### config.mk
export PLATFORM = sky130hd
export DESIGN_NAME = counting_semaphore_table_top
export DESIGN_NICKNAME = d
export VERILOG_FILES = /design/src/rtl/core/cst_pkg.sv /design/src/rtl/core/counting_semaphore_table_top.sv
export VERILOG_INCLUDE_DIRS = /design/src /design/src/rtl/core
export SDC_FILE = /design/constraint.sdc
export NUM_CORES = 1
export LEC_CHECK = 0
export BUFFER_PORTS_ARGS = -buffer_cell sky130_fd_sc_hd__buf_2
export CAP_MARGIN = 40
export CORE_ASPECT_RATIO = 0.5
export CORE_MARGIN = 5
export CORE_UTILIZATION = 65
export CTS_CLUSTER_SIZE = 24
export DETAILED_ROUTE_END_ITERATION = 7
export PLACE_DENSITY = 0.81
export SLEW_MARGIN = 10
export SYNTH_ARGS = -nofsm -noshare
export SYNTH_HDL_FRONTEND = slang
export SYNTH_SLANG_ARGS = --single-unit
### constraint.sdc
create_clock -name clock -period 7.18 [get_ports clock]
set_input_delay 0.718 -clock clock [delete_from_list [all_inputs] [get_ports clock]]
set_output_delay 0.718 -clock clock [all_outputs]
set_load 0.01 [all_outputs]
### src/rtl/core/assert_macros.svh
// ----------------------------------------------------------------------------
// Assertion macros
// Shared forms for the concurrent checks in the core RTL.
// ----------------------------------------------------------------------------
`ifndef ASSERT_MACROS_SVH
`define ASSERT_MACROS_SVH

// Same-cycle implication, off while reset is high
`define ASSERT_IMPLY(lbl, clk, rst, ante, cons) \
   lbl: assert property (@(posedge clk) disable iff (rst) (ante) |-> (cons)) \
      else $error("same-cycle check failed");

// Next-cycle implication, off while reset is high
`define ASSERT_NEXT(lbl, clk, rst, ante, cons) \
   lbl: assert property (@(posedge clk) disable iff (rst) (ante) |=> (cons)) \
      else $error("next-cycle check failed");

`endif

### src/rtl/core/cst_pkg.sv
// ----------------------------------------------------------------------------
// cst_pkg
// Command and result item types for the counting semaphore table.
// ----------------------------------------------------------------------------
package cst_pkg;

   typedef enum logic [1:0] {
      KIND_CREATE = 2'd0,
      KIND_TAKE   = 2'd1,
      KIND_GIVE   = 2'd2,
      KIND_DELETE = 2'd3
   } kind_type;

   typedef enum logic [2:0] {
      ST_OK      = 3'd0,
      ST_PARAM   = 3'd1,
      ST_UNAVAIL = 3'd2,
      ST_HANDLE  = 3'd3,
      ST_TIMEOUT = 3'd4,
      ST_BLOCKED = 3'd5
   } status_type;

   typedef struct packed {
      kind_type    kind;
      logic [3:0]  slot;
      logic [3:0]  task_id;
      logic [7:0]  start_count;
      logic [7:0]  ceiling_count;
      logic        may_wait;
   } req_type;

   typedef struct packed {
      status_type  status;
      logic [2:0]  new_slot;
      logic [3:0]  woken_task;
      logic        woken_valid;
      logic        last;
   } rsp_type;

endpackage

### src/rtl/core/counting_semaphore_table_top.sv
// Flow: an accepted item is registered with its slot memory read, then its result is
// written to the output register; a give that releases a waiter and a delete with waiters
// also read the wait queue memory, and a delete gives one result per waiter.
// req_stall is high until the item is done: no new item is taken while one is in flight.
// Reset: synchronous; clears the slot-in-use flags, the sequencer and the output valid
// flag. Slot and wait queue memories are not cleared and need no clearing pass.
// ----------------------------------------------------------------------------
// counting_semaphore_table_top
// Table of counting semaphores with a FIFO wait queue per slot. Slot state and
// queues sit in two synchronous memories; a small sequencer reads, updates and
// writes back one slot per command.
// ----------------------------------------------------------------------------
`include "assert_macros.svh"

module counting_semaphore_table_top import cst_pkg::*; #(
   parameter int SEM_SLOTS    = 8,
   parameter int WAITERS      = 16,
   parameter int TASK_ID_BITS = 4
) (
   input  logic    clock,
   input  logic    reset,
   input  logic    req_valid,
   output logic    req_stall,
   input  req_type req_data,
   output logic    rsp_valid,
   input  logic    rsp_stall,
   output rsp_type rsp_data
);

   localparam int SLOT_BITS = (SEM_SLOTS > 1) ? $clog2(SEM_SLOTS) : 1;
   localparam int POS_BITS  = (WAITERS > 1) ? $clog2(WAITERS) : 1;
   localparam int LEN_BITS  = $clog2(WAITERS + 1);
   localparam int SUM_BITS  = LEN_BITS + 1;
   localparam int QDEPTH    = SEM_SLOTS * WAITERS;
   localparam int QA_BITS   = (QDEPTH > 1) ? $clog2(QDEPTH) : 1;
   localparam int TQ_BITS   = (TASK_ID_BITS < 4) ? TASK_ID_BITS : 4;

   typedef struct packed {
      logic [7:0]          count;
      logic [7:0]          limit;
      logic [POS_BITS-1:0] head;
      logic [LEN_BITS-1:0] len;
   } slot_entry_type;

   typedef enum logic [1:0] {
      S_IDLE,
      S_LOOK,
      S_POP
   } state_type;

   state_type                state_ff, state_in;
   req_type                  cmd_ff, cmd_in;
   logic [LEN_BITS-1:0]      idx_ff, idx_in;
   logic                     rsp_valid_ff, rsp_valid_in;
   rsp_type                  rsp_data_ff, rsp_data_in;
   logic [SEM_SLOTS-1:0]     in_use_ff, in_use_in;

   slot_entry_type           slot_mem [SEM_SLOTS];
   slot_entry_type           slot_rd_ff;
   logic                     slot_we;
   logic [SLOT_BITS-1:0]     slot_waddr;
   slot_entry_type           slot_wdata;

   logic [TQ_BITS-1:0]       queue_mem [QDEPTH];
   logic [TQ_BITS-1:0]       queue_rd_ff;
   logic                     q_re;
   logic [QA_BITS-1:0]       q_raddr;
   logic                     q_we;
   logic [QA_BITS-1:0]       q_waddr;

   logic                     accept;
   logic                     out_free;
   logic [SLOT_BITS-1:0]     cmd_idx;
   logic                     handle_ok;
   logic                     free_found;
   logic [SLOT_BITS-1:0]     free_idx;
   logic [LEN_BITS-1:0]      idx_next;
   logic [SUM_BITS-1:0]      head_inc;
   logic                     emit;
   rsp_type                  res;

   // Queue address of entry i of slot s, counted from the head
   function automatic logic [QA_BITS-1:0] qaddr(input logic [SLOT_BITS-1:0] s,
                                                input logic [POS_BITS-1:0]  head,
                                                input logic [LEN_BITS-1:0]  i);
      logic [SUM_BITS-1:0] sum;
      logic [QA_BITS-1:0]  base;
      sum = SUM_BITS'(head) + SUM_BITS'(i);
      if (sum >= SUM_BITS'(WAITERS)) begin
         sum = sum - SUM_BITS'(WAITERS);
      end
      base = QA_BITS'(s) * QA_BITS'(WAITERS);
      return base + QA_BITS'(sum);
   endfunction

   assign accept    = req_valid && !req_stall;
   assign req_stall = (state_ff != S_IDLE);
   assign out_free  = !rsp_valid_ff || !rsp_stall;
   assign rsp_valid = rsp_valid_ff;
   assign rsp_data  = rsp_data_ff;

   assign cmd_idx   = SLOT_BITS'(cmd_ff.slot);
   assign handle_ok = (int'(cmd_ff.slot) < SEM_SLOTS) && in_use_ff[cmd_idx];
   assign idx_next  = idx_ff + LEN_BITS'(1);
   assign head_inc  = SUM_BITS'(slot_rd_ff.head) + SUM_BITS'(1);

   // Lowest free slot
   always_comb begin
      free_found = 1'b0;
      free_idx   = '0;
      for (int i = SEM_SLOTS - 1; i >= 0; i--) begin
         if (!in_use_ff[i]) begin
            free_found = 1'b1;
            free_idx   = SLOT_BITS'(i);
         end
      end
   end

   always_comb begin
      state_in     = state_ff;
      cmd_in       = accept ? req_data : cmd_ff;
      idx_in       = idx_ff;
      in_use_in    = in_use_ff;
      rsp_valid_in = rsp_valid_ff && rsp_stall;
      rsp_data_in  = rsp_data_ff;
      slot_we      = 1'b0;
      slot_waddr   = cmd_idx;
      slot_wdata   = slot_rd_ff;
      q_re         = 1'b0;
      q_raddr      = qaddr(cmd_idx, slot_rd_ff.head, '0);
      q_we         = 1'b0;
      q_waddr      = qaddr(cmd_idx, slot_rd_ff.head, slot_rd_ff.len);
      emit         = 1'b0;
      res          = '{status: ST_OK, new_slot: 3'd0, woken_task: 4'd0,
                       woken_valid: 1'b0, last: 1'b1};

      case (state_ff)
         S_IDLE: begin
            if (accept) begin
               state_in = S_LOOK;
            end
         end

         S_LOOK: begin
            // hold the whole update until the output register can take the item
            if (out_free) begin
               emit     = 1'b1;
               state_in = S_IDLE;
               if (cmd_ff.kind == KIND_CREATE) begin
                  if (cmd_ff.ceiling_count == 8'd0 ||
                      cmd_ff.start_count > cmd_ff.ceiling_count) begin
                     res.status = ST_PARAM;
                  end else if (!free_found) begin
                     res.status = ST_UNAVAIL;
                  end else begin
                     in_use_in[free_idx] = 1'b1;
                     slot_we          = 1'b1;
                     slot_waddr       = free_idx;
                     slot_wdata.count = cmd_ff.start_count;
                     slot_wdata.limit = cmd_ff.ceiling_count;
                     slot_wdata.head  = '0;
                     slot_wdata.len   = '0;
                     res.new_slot     = 3'(free_idx);
                  end
               end else if (!handle_ok) begin
                  res.status = ST_HANDLE;
               end else begin
                  case (cmd_ff.kind)
                     KIND_TAKE: begin
                        if (slot_rd_ff.count != 8'd0) begin
                           slot_we          = 1'b1;
                           slot_wdata.count = slot_rd_ff.count - 8'd1;
                        end else if (!cmd_ff.may_wait) begin
                           res.status = ST_TIMEOUT;
                        end else if (int'(slot_rd_ff.len) >= WAITERS) begin
                           res.status = ST_UNAVAIL;
                        end else begin
                           q_we           = 1'b1;
                           slot_we        = 1'b1;
                           slot_wdata.len = slot_rd_ff.len + LEN_BITS'(1);
                           res.status     = ST_BLOCKED;
                        end
                     end
                     KIND_GIVE: begin
                        if (slot_rd_ff.count >= slot_rd_ff.limit) begin
                           res.status = ST_UNAVAIL;
                        end else if (slot_rd_ff.len != '0) begin
                           // fetch the oldest waiter first
                           emit     = 1'b0;
                           q_re     = 1'b1;
                           state_in = S_POP;
                        end else begin
                           slot_we          = 1'b1;
                           slot_wdata.count = slot_rd_ff.count + 8'd1;
                        end
                     end
                     KIND_DELETE: begin
                        if (slot_rd_ff.len == '0) begin
                           in_use_in[cmd_idx] = 1'b0;
                        end else begin
                           emit     = 1'b0;
                           q_re     = 1'b1;
                           idx_in   = '0;
                           state_in = S_POP;
                        end
                     end
                     default: begin
                     end
                  endcase
               end
            end
         end

         S_POP: begin
            if (out_free) begin
               emit            = 1'b1;
               res.woken_task  = 4'(queue_rd_ff);
               res.woken_valid = 1'b1;
               if (cmd_ff.kind == KIND_GIVE) begin
                  slot_we         = 1'b1;
                  slot_wdata.head = (head_inc == SUM_BITS'(WAITERS)) ?
                                    '0 : POS_BITS'(head_inc);
                  slot_wdata.len  = slot_rd_ff.len - LEN_BITS'(1);
                  state_in        = S_IDLE;
               end else if (idx_next == slot_rd_ff.len) begin
                  in_use_in[cmd_idx] = 1'b0;
                  state_in           = S_IDLE;
               end else begin
                  // advance to the next waiter, one read per result
                  res.last = 1'b0;
                  idx_in   = idx_next;
                  q_re     = 1'b1;
                  q_raddr  = qaddr(cmd_idx, slot_rd_ff.head, idx_next);
               end
            end
         end

         default: begin
            state_in = S_IDLE;
         end
      endcase

      if (emit) begin
         rsp_valid_in = 1'b1;
         rsp_data_in  = res;
      end
   end

   // Reads are issued only on accept, writes only in later states: no overlap
   always_ff @(posedge clock) begin
      if (slot_we) begin
         slot_mem[slot_waddr] <= slot_wdata;
      end
      if (accept) begin
         slot_rd_ff <= slot_mem[SLOT_BITS'(req_data.slot)];
      end
   end

   always_ff @(posedge clock) begin
      if (q_we) begin
         queue_mem[q_waddr] <= TQ_BITS'(cmd_ff.task_id);
      end
      if (q_re) begin
         queue_rd_ff <= queue_mem[q_raddr];
      end
   end

   always_ff @(posedge clock) begin
      cmd_ff      <= cmd_in;
      idx_ff      <= idx_in;
      rsp_data_ff <= rsp_data_in;
      if (reset) begin
         state_ff     <= S_IDLE;
         rsp_valid_ff <= 1'b0;
         in_use_ff    <= '0;
      end else begin
         state_ff     <= state_in;
         rsp_valid_ff <= rsp_valid_in;
         in_use_ff    <= in_use_in;
      end
   end

   `ASSERT_NEXT(a_accept_look, clock, reset, accept, state_ff == S_LOOK)
   `ASSERT_IMPLY(a_pop_has_waiter, clock, reset, state_ff == S_POP, slot_rd_ff.len != '0)
   `ASSERT_IMPLY(a_push_room, clock, reset, q_we, int'(slot_rd_ff.len) < WAITERS)
   `ASSERT_IMPLY(a_woken_ok, clock, reset, rsp_valid_ff && rsp_data_ff.woken_valid,
                 rsp_data_ff.status == ST_OK)
   `ASSERT_IMPLY(a_more_is_wake, clock, reset, rsp_valid_ff && !rsp_data_ff.last,
                 rsp_data_ff.woken_valid && cmd_ff.kind == KIND_DELETE)

endmodule
* Yosys cells after proc, flatten, opt, wreduce, memory -nomap -nowiden
Memories as Yosys holds them, arrays and structs flattened. A register that Yosys moved wholly into a read port is not among the register bits. Cells that the tools add are included.
Cells by class: reduce and logical (&&, ||, !) cells 25, equality and inequality tests 23, bitwise operators 8, $add $sub $neg 14, div/mod/pow operators 0, mux-type cells 147, shifts and indexed selects 0, multipliers 0, order comparisons 11
Operator list (count):
- two-way mux 8 bit | 15
- two-way mux 25 bit | 3
- two-way mux 5 bit | 14
- two-way mux 3 bit | 19
- two-way mux 1 bit | 51
- two-way mux 6 bit | 7
- one-hot mux 8 bit (2 select lines) | 2
- two-way mux 7 bit | 4
- two-way mux 2 bit | 13
- adder 7 x 6 -> 7 bit | 3
- two-way mux 9 bit | 2
- != test 2 bit (second input constant) | 9
- one-hot mux 9 bit (2 select lines) | 1
- two-way mux 16 bit | 1
- != test 3 bit (second input constant) | 5
- adder 4 x 5 -> 6 bit | 2
- >= comparator 6 x 5 -> 1 bit (second input constant) | 2
- two-way mux 12 bit | 1
- one-hot mux 1 bit (2 select lines) | 6
- subtractor 6 x 5 -> 6 bit (second input constant) | 2
- adder 5 x 1 -> 5 bit (second input constant) | 2
- one-hot mux 5 bit (2 select lines) | 1
- AND reduction 10 bit | 1
- AND reduction 9 bit | 1
- other kinds (41) | 61
Storage, ports and cells: register bits after elaboration 55, RAM bits 712, memory bits (read-only) 0, output and inout port bits 14, input port bits 31, bits in latches 0, memories 2, logic and storage cells 245
Memory list:
- queue_mem | words 128, width 4, read ports 1, clocked after memory_dff 1, wr ports 1, line counting_semaphore_table_top.sv:64 | logic [TQ_BITS-1:0] queue_mem [QDEPTH];
- slot_mem | words 8, width 25, read ports 1, clocked after memory_dff 1, wr ports 1, line counting_semaphore_table_top.sv:58 | slot_entry_type slot_mem [SEM_SLOTS];

* Longest topological paths before layout
word-level depth 18, mapped depth 17, depth with buffers taken out 16

* Worst setup path after synthesis
No wires, ideal clock.
kind flip-flop to flip-flop, start register slot_rd_ff[17] (netlist name), end memory slot_mem[3][0] (netlist bit), enable pin, path slack 2.306 ns, setup time 0.444 ns, buffers on the path 0, cell stages (with the launch flop) 13, clock period less this slack 4.874 ns, arrival 4.430 ns, data required time 6.736 ns, cell sequence edfxtp_1 > inv_1 > ha_1 > nand2b_1 > a21o_1 > a21o_1 > a21o_1 > a21oi_1 > o21a_1 > o211ai_1 > o21a_1 > or3_1 > nor3b_1
On the way: cells in the longest elaborated chain, start to end 9, elaborated cells on any way between the ends 11, those cells by class order compare (1); mux (9); reduce/logical (1)
Ends and longest elaborated chain:
- >= comparator 8 bit / nonzero test 8 bit (equally long branches) | line counting_semaphore_table_top.sv:185, counting_semaphore_table_top.sv:170
- two-way mux 1 bit (on tied branches) | line counting_semaphore_table_top.sv:185, counting_semaphore_table_top.sv:170
- one-hot mux 1 bit (2 select lines) * | line counting_semaphore_table_top.sv:168 | case (cmd_ff.kind)
- two-way mux 1 bit * | line counting_semaphore_table_top.sv:165 | end else if (!handle_ok) begin
- two-way mux 1 bit * | line counting_semaphore_table_top.sv:149 | if (cmd_ff.kind == KIND_CREATE) begin
- two-way mux 1 bit * | line counting_semaphore_table_top.sv:146 | if (out_free) begin
- one-hot mux 1 bit (2 select lines) * | line counting_semaphore_table_top.sv:137 | case (state_ff)
- two-way mux 1 bit * | line counting_semaphore_table_top.sv:251 | if (slot_we) begin
- two-way mux 1 bit (not written as such) * | line counting_semaphore_table_top.sv:252 | slot_mem[slot_waddr] <= slot_wdata;
- end, declared | line counting_semaphore_table_top.sv:58
Every way passes the cells marked *; elsewhere a longest branch is shown, timed or not.

* Worst setup path in the final report
start register state_ff[0], end register queue_rd_ff[3], read port of queue_mem, data pin
On the way: cells in the longest elaborated chain, start to end 2, elaborated cells on any way between the ends 4, those cells by class eq/ne (2); mux (2)
Ends and longest elaborated chain:
- start, declared | line counting_semaphore_table_top.sv:51 | state_type state_ff, state_in;
- start signal, assigned | line counting_semaphore_table_top.sv:277 | state_ff <= state_in;
- equality test 2 bit / equality test 2 x 1 -> 1 bit (equally long branches) | line counting_semaphore_table_top.sv:137
- one-hot mux 1 bit (2 select lines) / two-way mux 7 bit (equally long branches) | line counting_semaphore_table_top.sv:137
- end, declared | line counting_semaphore_table_top.sv:65 | logic [TQ_BITS-1:0] queue_rd_ff;
Parallel ways exist; a longest one is shown, timed or not. A chain may end at the register's enable or synchronous reset.

==> results.rst <==
.. list-table::
   :header-rows: 1

   * - Metric
     - Value
   * - Die height
     - 172 µm
   * - Register-to-register path setup slack
     - 2.34 ns
   * - Cell variety after synth
     - 77
   * - Global-route total usage across every layer
     - 0.295
   * - Slew Limit Headroom
     - 0.335
   * - Crit path required time
     - 7.54 ns
   * - Clock tree root driver cell
     - sky130_fd_sc_hd__clkbuf_16
   * - Maximum clock skew at final layout
     - 0.0273 ns
   * - CP dominant cell by count
     - sky130_fd_sc_hd__nand3_1
   * - Critical Path, Cell by Cell
     - inv_1 > ha_1 > nand3_1 > a31oi_4 > o21a_4 > buf_4 > and3_1 > nand3_1 > o311ai_0 > nor4_1 > o221ai_1 > nand4_1
   * - Number of vias per cell
     - 6.67
   * - Number of iterations in the first detailed-routing pass
     - 6
   * - Achievable frequency
     - 206 MHz
   * - Vias after detailed routing
     - 22247
   * - Final Routed Wirelength
     - 84200 µm
   * - Syn nets
     - 2620
   * - I/O pin total
     - 45
   * - Crit Path Max Fanout
     - 79
   * - Area enclosed by the die boundary
     - 57300 µm²
   * - Synthesis Warnings
     - 0
   * - Power Total
     - 9.68 mW
   * - Final Util
     - 0.716
   * - Worst hold path class
     - primary input to flip-flop
   * - Tcrit/Tclk final
     - 0.675
   * - Width of the die
     - 333 µm
   * - Total half-perimeter wirelength after legalization and detailed placement
     - 50900 µm
   * - TritonCTS buffer count
     - 68
   * - Number of nets in the layout
     - 2655
   * - Average instance area after synthesis
     - 13.4 µm²
   * - Number of buffers added on ports
     - 44
   * - Hold path startpoint
     - req_data[3]
   * - Min cycle time layout
     - 4.84 ns
   * - Final setup TNS
     - 0 ns
   * - Number of antenna repair diodes
     - 0
   * - Critical path endpoint
     - queue_rd_ff[3]
   * - Synthesis-to-layout area growth
     - 9.28%
   * - Via count of the first global-routing pass
     - 21496
   * - Sum of met3 wire segment lengths after detailed routing
     - 9000 µm
   * - Met1 Routed Length
     - 31200 µm
   * - Clock sink total
     - 796
   * - Final std cells w/o fill
     - 3335
   * - Routability congestion estimate
     - 0.935
   * - Capturing element type of the critical path
     - flip-flop
   * - Static power due to leakage
     - 12.4 nW
   * - Global-route wire length before repair
     - 128000 µm
   * - Run status
     - finished, final reports clean
   * - DR DRC count
     - 0
   * - DR top layer
     - met5
   * - Fill cell count
     - 3167
   * - Fin. max-slew vios
     - 0
   * - Capturing point of the worst reg2reg path
     - queue_rd_ff[3]
   * - Area of combinational cells with multiple inputs
     - 9470 µm²
   * - Sequential fraction of the synthesis area
     - 0.700
   * - Critical path arrival
     - 5.20 ns
   * - Number of enable-type register cells in the synthesized netlist
     - 785
   * - Share of cells above drive strength 1
     - 0.113
   * - Total number of H-tree levels
     - 3
   * - Worst-case hold slack
     - 0.290 ns
   * - Flip-flop cell with the highest count after synthesis
     - sky130_fd_sc_hd__edfxtp_1
   * - Cells after DPL
     - 3209
   * - Remaining Overflow, GRT
     - 0
   * - Worst setup path category
     - flip-flop to flip-flop
   * - Num rows
     - 59
   * - Worst R2R Start
     - state_ff[0]
   * - Clock latency at the later pin of the worst-skew pair
     - 0.61 ns
   * - Cell with the biggest individual delay on the critical path
     - sky130_fd_sc_hd__buf_4
   * - #FFs+latches synth
     - 796
   * - Maximum capacitance violations
     - 0
   * - Number of endpoints with negative hold slack in the final report
     - 0
   * - 1st-iter DRT viols
     - 3449
   * - Transition at the pin with the smallest max-transition slack
     - 0.988 ns
   * - Number of hold-repair buffers added at the cts stage
     - 0
   * - Clock tree from TritonCTS
     - done
   * - CP startpoint
     - state_ff[0]
   * - Mapped Area
     - 34000 µm²
   * - Max stage delay on crit path
     - 0.80 ns
   * - Final setup violation count
     - 0
   * - Register area
     - 23800 µm²
   * - Clock slew seen by the registers of the worst setup and hold paths
     - 0.07 ns
   * - Total core area
     - 51900 µm²
   * - Share of synthesized flip-flops with an asynchronous set or reset
     - 0
   * - CP startpoint kind
     - flip-flop
   * - Syn Inst Count
     - 2545
   * - Number of antenna violations at the first check in global routing
     - 3
   * - WL met2
     - 40300 µm
   * - Largest vdd supply drop
     - 216 µV
   * - Largest net degree at the start of global routing
     - 127
   * - Setup repair after global routing missed its margin
     - false
   * - Reg2reg path depth
     - 12
   * - Post-cts sizing count
     - 0
   * - Starting Density
     - 0.655
   * - Max clock buf depth
     - 3
   * - Remaining antenna violation count
     - 0
   * - Post-CTS Setup Inserts
     - 0
   * - Average wire length per cell after detail routing
     - 25.2 µm
   * - Pwr Density
     - 260 nW/µm²
Yosys cell counts, types with 6 or more instances:
cell type                  number  area share
sky130_fd_sc_hd__a21o_1         9      0.0020
sky130_fd_sc_hd__a21oi_1      112       0.016
sky130_fd_sc_hd__a22o_1         9      0.0023
sky130_fd_sc_hd__a22oi_1       23      0.0051
sky130_fd_sc_hd__a311oi_1       6      0.0015
sky130_fd_sc_hd__a31oi_1       19      0.0035
sky130_fd_sc_hd__a32o_1         9      0.0026
sky130_fd_sc_hd__a32oi_1       10      0.0026
sky130_fd_sc_hd__and2_1        11      0.0020
sky130_fd_sc_hd__and3_1        16      0.0029
sky130_fd_sc_hd__buf_1         12      0.0013
sky130_fd_sc_hd__buf_2         54      0.0079
sky130_fd_sc_hd__buf_4          9      0.0020
sky130_fd_sc_hd__clkbuf_1      54      0.0060
sky130_fd_sc_hd__dfxtp_1       11      0.0065
sky130_fd_sc_hd__edfxtp_1     785        0.69
sky130_fd_sc_hd__ha_1          40       0.015
sky130_fd_sc_hd__inv_1         53      0.0059
sky130_fd_sc_hd__mux2_2        26      0.0086
sky130_fd_sc_hd__mux2i_1       36       0.011
sky130_fd_sc_hd__mux4_2        50       0.033
sky130_fd_sc_hd__nand2_1      479       0.053
sky130_fd_sc_hd__nand3_1      227       0.033
sky130_fd_sc_hd__nand4_1       32      0.0059
sky130_fd_sc_hd__nor2_1       196       0.022
sky130_fd_sc_hd__nor2b_1       12      0.0022
sky130_fd_sc_hd__nor3_1        27      0.0040
sky130_fd_sc_hd__nor4_1         6      0.0011
sky130_fd_sc_hd__o211ai_1      12      0.0026
sky130_fd_sc_hd__o21a_1         7      0.0015
sky130_fd_sc_hd__o21ai_0       59      0.0087
sky130_fd_sc_hd__o22ai_1       11      0.0020
sky130_fd_sc_hd__o31ai_1        8      0.0018
sky130_fd_sc_hd__or3_1          7      0.0013
sky130_fd_sc_hd__or4_1          7      0.0015
sky130_fd_sc_hd__xnor2_1       12      0.0031
sky130_fd_sc_hd__xor2_1         6      0.0015
cell usage in the layout, fill, tap and decap left out, drive strengths merged, types with 12 or more instances in the layout:
| master | netlist | layout |
|---|---|---|
| a21oi | 113 | 113 |
| a22oi | 23 | 23 |
| a31oi | 20 | 20 |
| and3 | 17 | 17 |
| buf | 78 | 97 |
| clkbuf | 54 | 86 |
| clkinv | 0 | 26 |
| edfxtp | 785 | 785 |
| ha | 40 | 40 |
| inv | 54 | 60 |
| mux2 | 27 | 27 |
| mux2i | 37 | 37 |
| mux4 | 50 | 50 |
| nand2 | 479 | 479 |
| nand3 | 227 | 227 |
| nand4 | 32 | 32 |
| nor2 | 196 | 196 |
| nor2b | 12 | 12 |
| nor3 | 27 | 27 |
| o211ai | 12 | 12 |
| o21ai | 62 | 62 |
| xnor2 | 12 | 12 |
cell families after synthesis:
group	synth area share
simple gates	0.134
flops	0.700
compound gates	0.0667
buf+inv	0.0242
mux	0.0534
fa+ha+maj	0.0171
xor+xnor	0.00530
flip-flops by register name, summed over array words and instances, names as in the netlist:
signal	cells
queue_mem	512
slot_mem	200
cmd_ff	27
slot_rd_ff	25
rsp_data	12
in_use_ff	8
idx_ff	5
queue_rd_ff	4
state_ff	2
rsp_valid	1
routing by layer:
layer | track usage | up-vias
li1 | - | 9617
met1 | 0.401 | 10827
met2 | 0.486 | 1522
met3 | 0.0587 | 277
met4 | 0.111 | 4
met5 | 0 | -
worst max-delay path, delay by kind of cell (launching register included):
kind,cells,cell delay [ns]
DFF,1,0.32
buffers and inverters,2,0.88
adders and majority gates,1,0.72
and+or+nand+nor,5,1.17
AOI/OAI and AO/OA,4,1.45
worst min-delay path by stage:
stage	cells past startpoint	to
6_report	1	cmd_ff[3]
5_1_grt	1	cmd_ff[9]
4_1_cts	1	cmd_ff[10]
3_5_place_dp	2	in_use_ff[3]
3_3_place_gp	2	in_use_ff[3]
2_1_floorplan	2	in_use_ff[3]
layout make-up:
cell class / instances / share of cell area
repair buffers: 97 / 0.0187
clock inverters: 38 / 0.00842
well taps: 701 / 0.0236
multi-input cells: 1563 / 0.255
flip-flops and latches: 796 / 0.640
inverters: 54 / 0.00552
clock buffers: 86 / 0.0488
per-stage QoR:
stage,setup WS (ns),instance area [µm²]
2_1_floorplan,2.31,34000
4_1_cts,2.43,37100
3_5_place_dp,2.41,35000
6_report,2.34,37200
5_1_grt,2.05,37200
3_3_place_gp,2.48,34900
power by group:
group          internal, mW  total (mW)  switching (mW)
sequential             5.19        5.24          0.0461
combinational         0.258       0.866           0.608
clock                  1.95        3.57            1.62
total                  7.40        9.68            2.28
(Power assumes the default switching activity.)
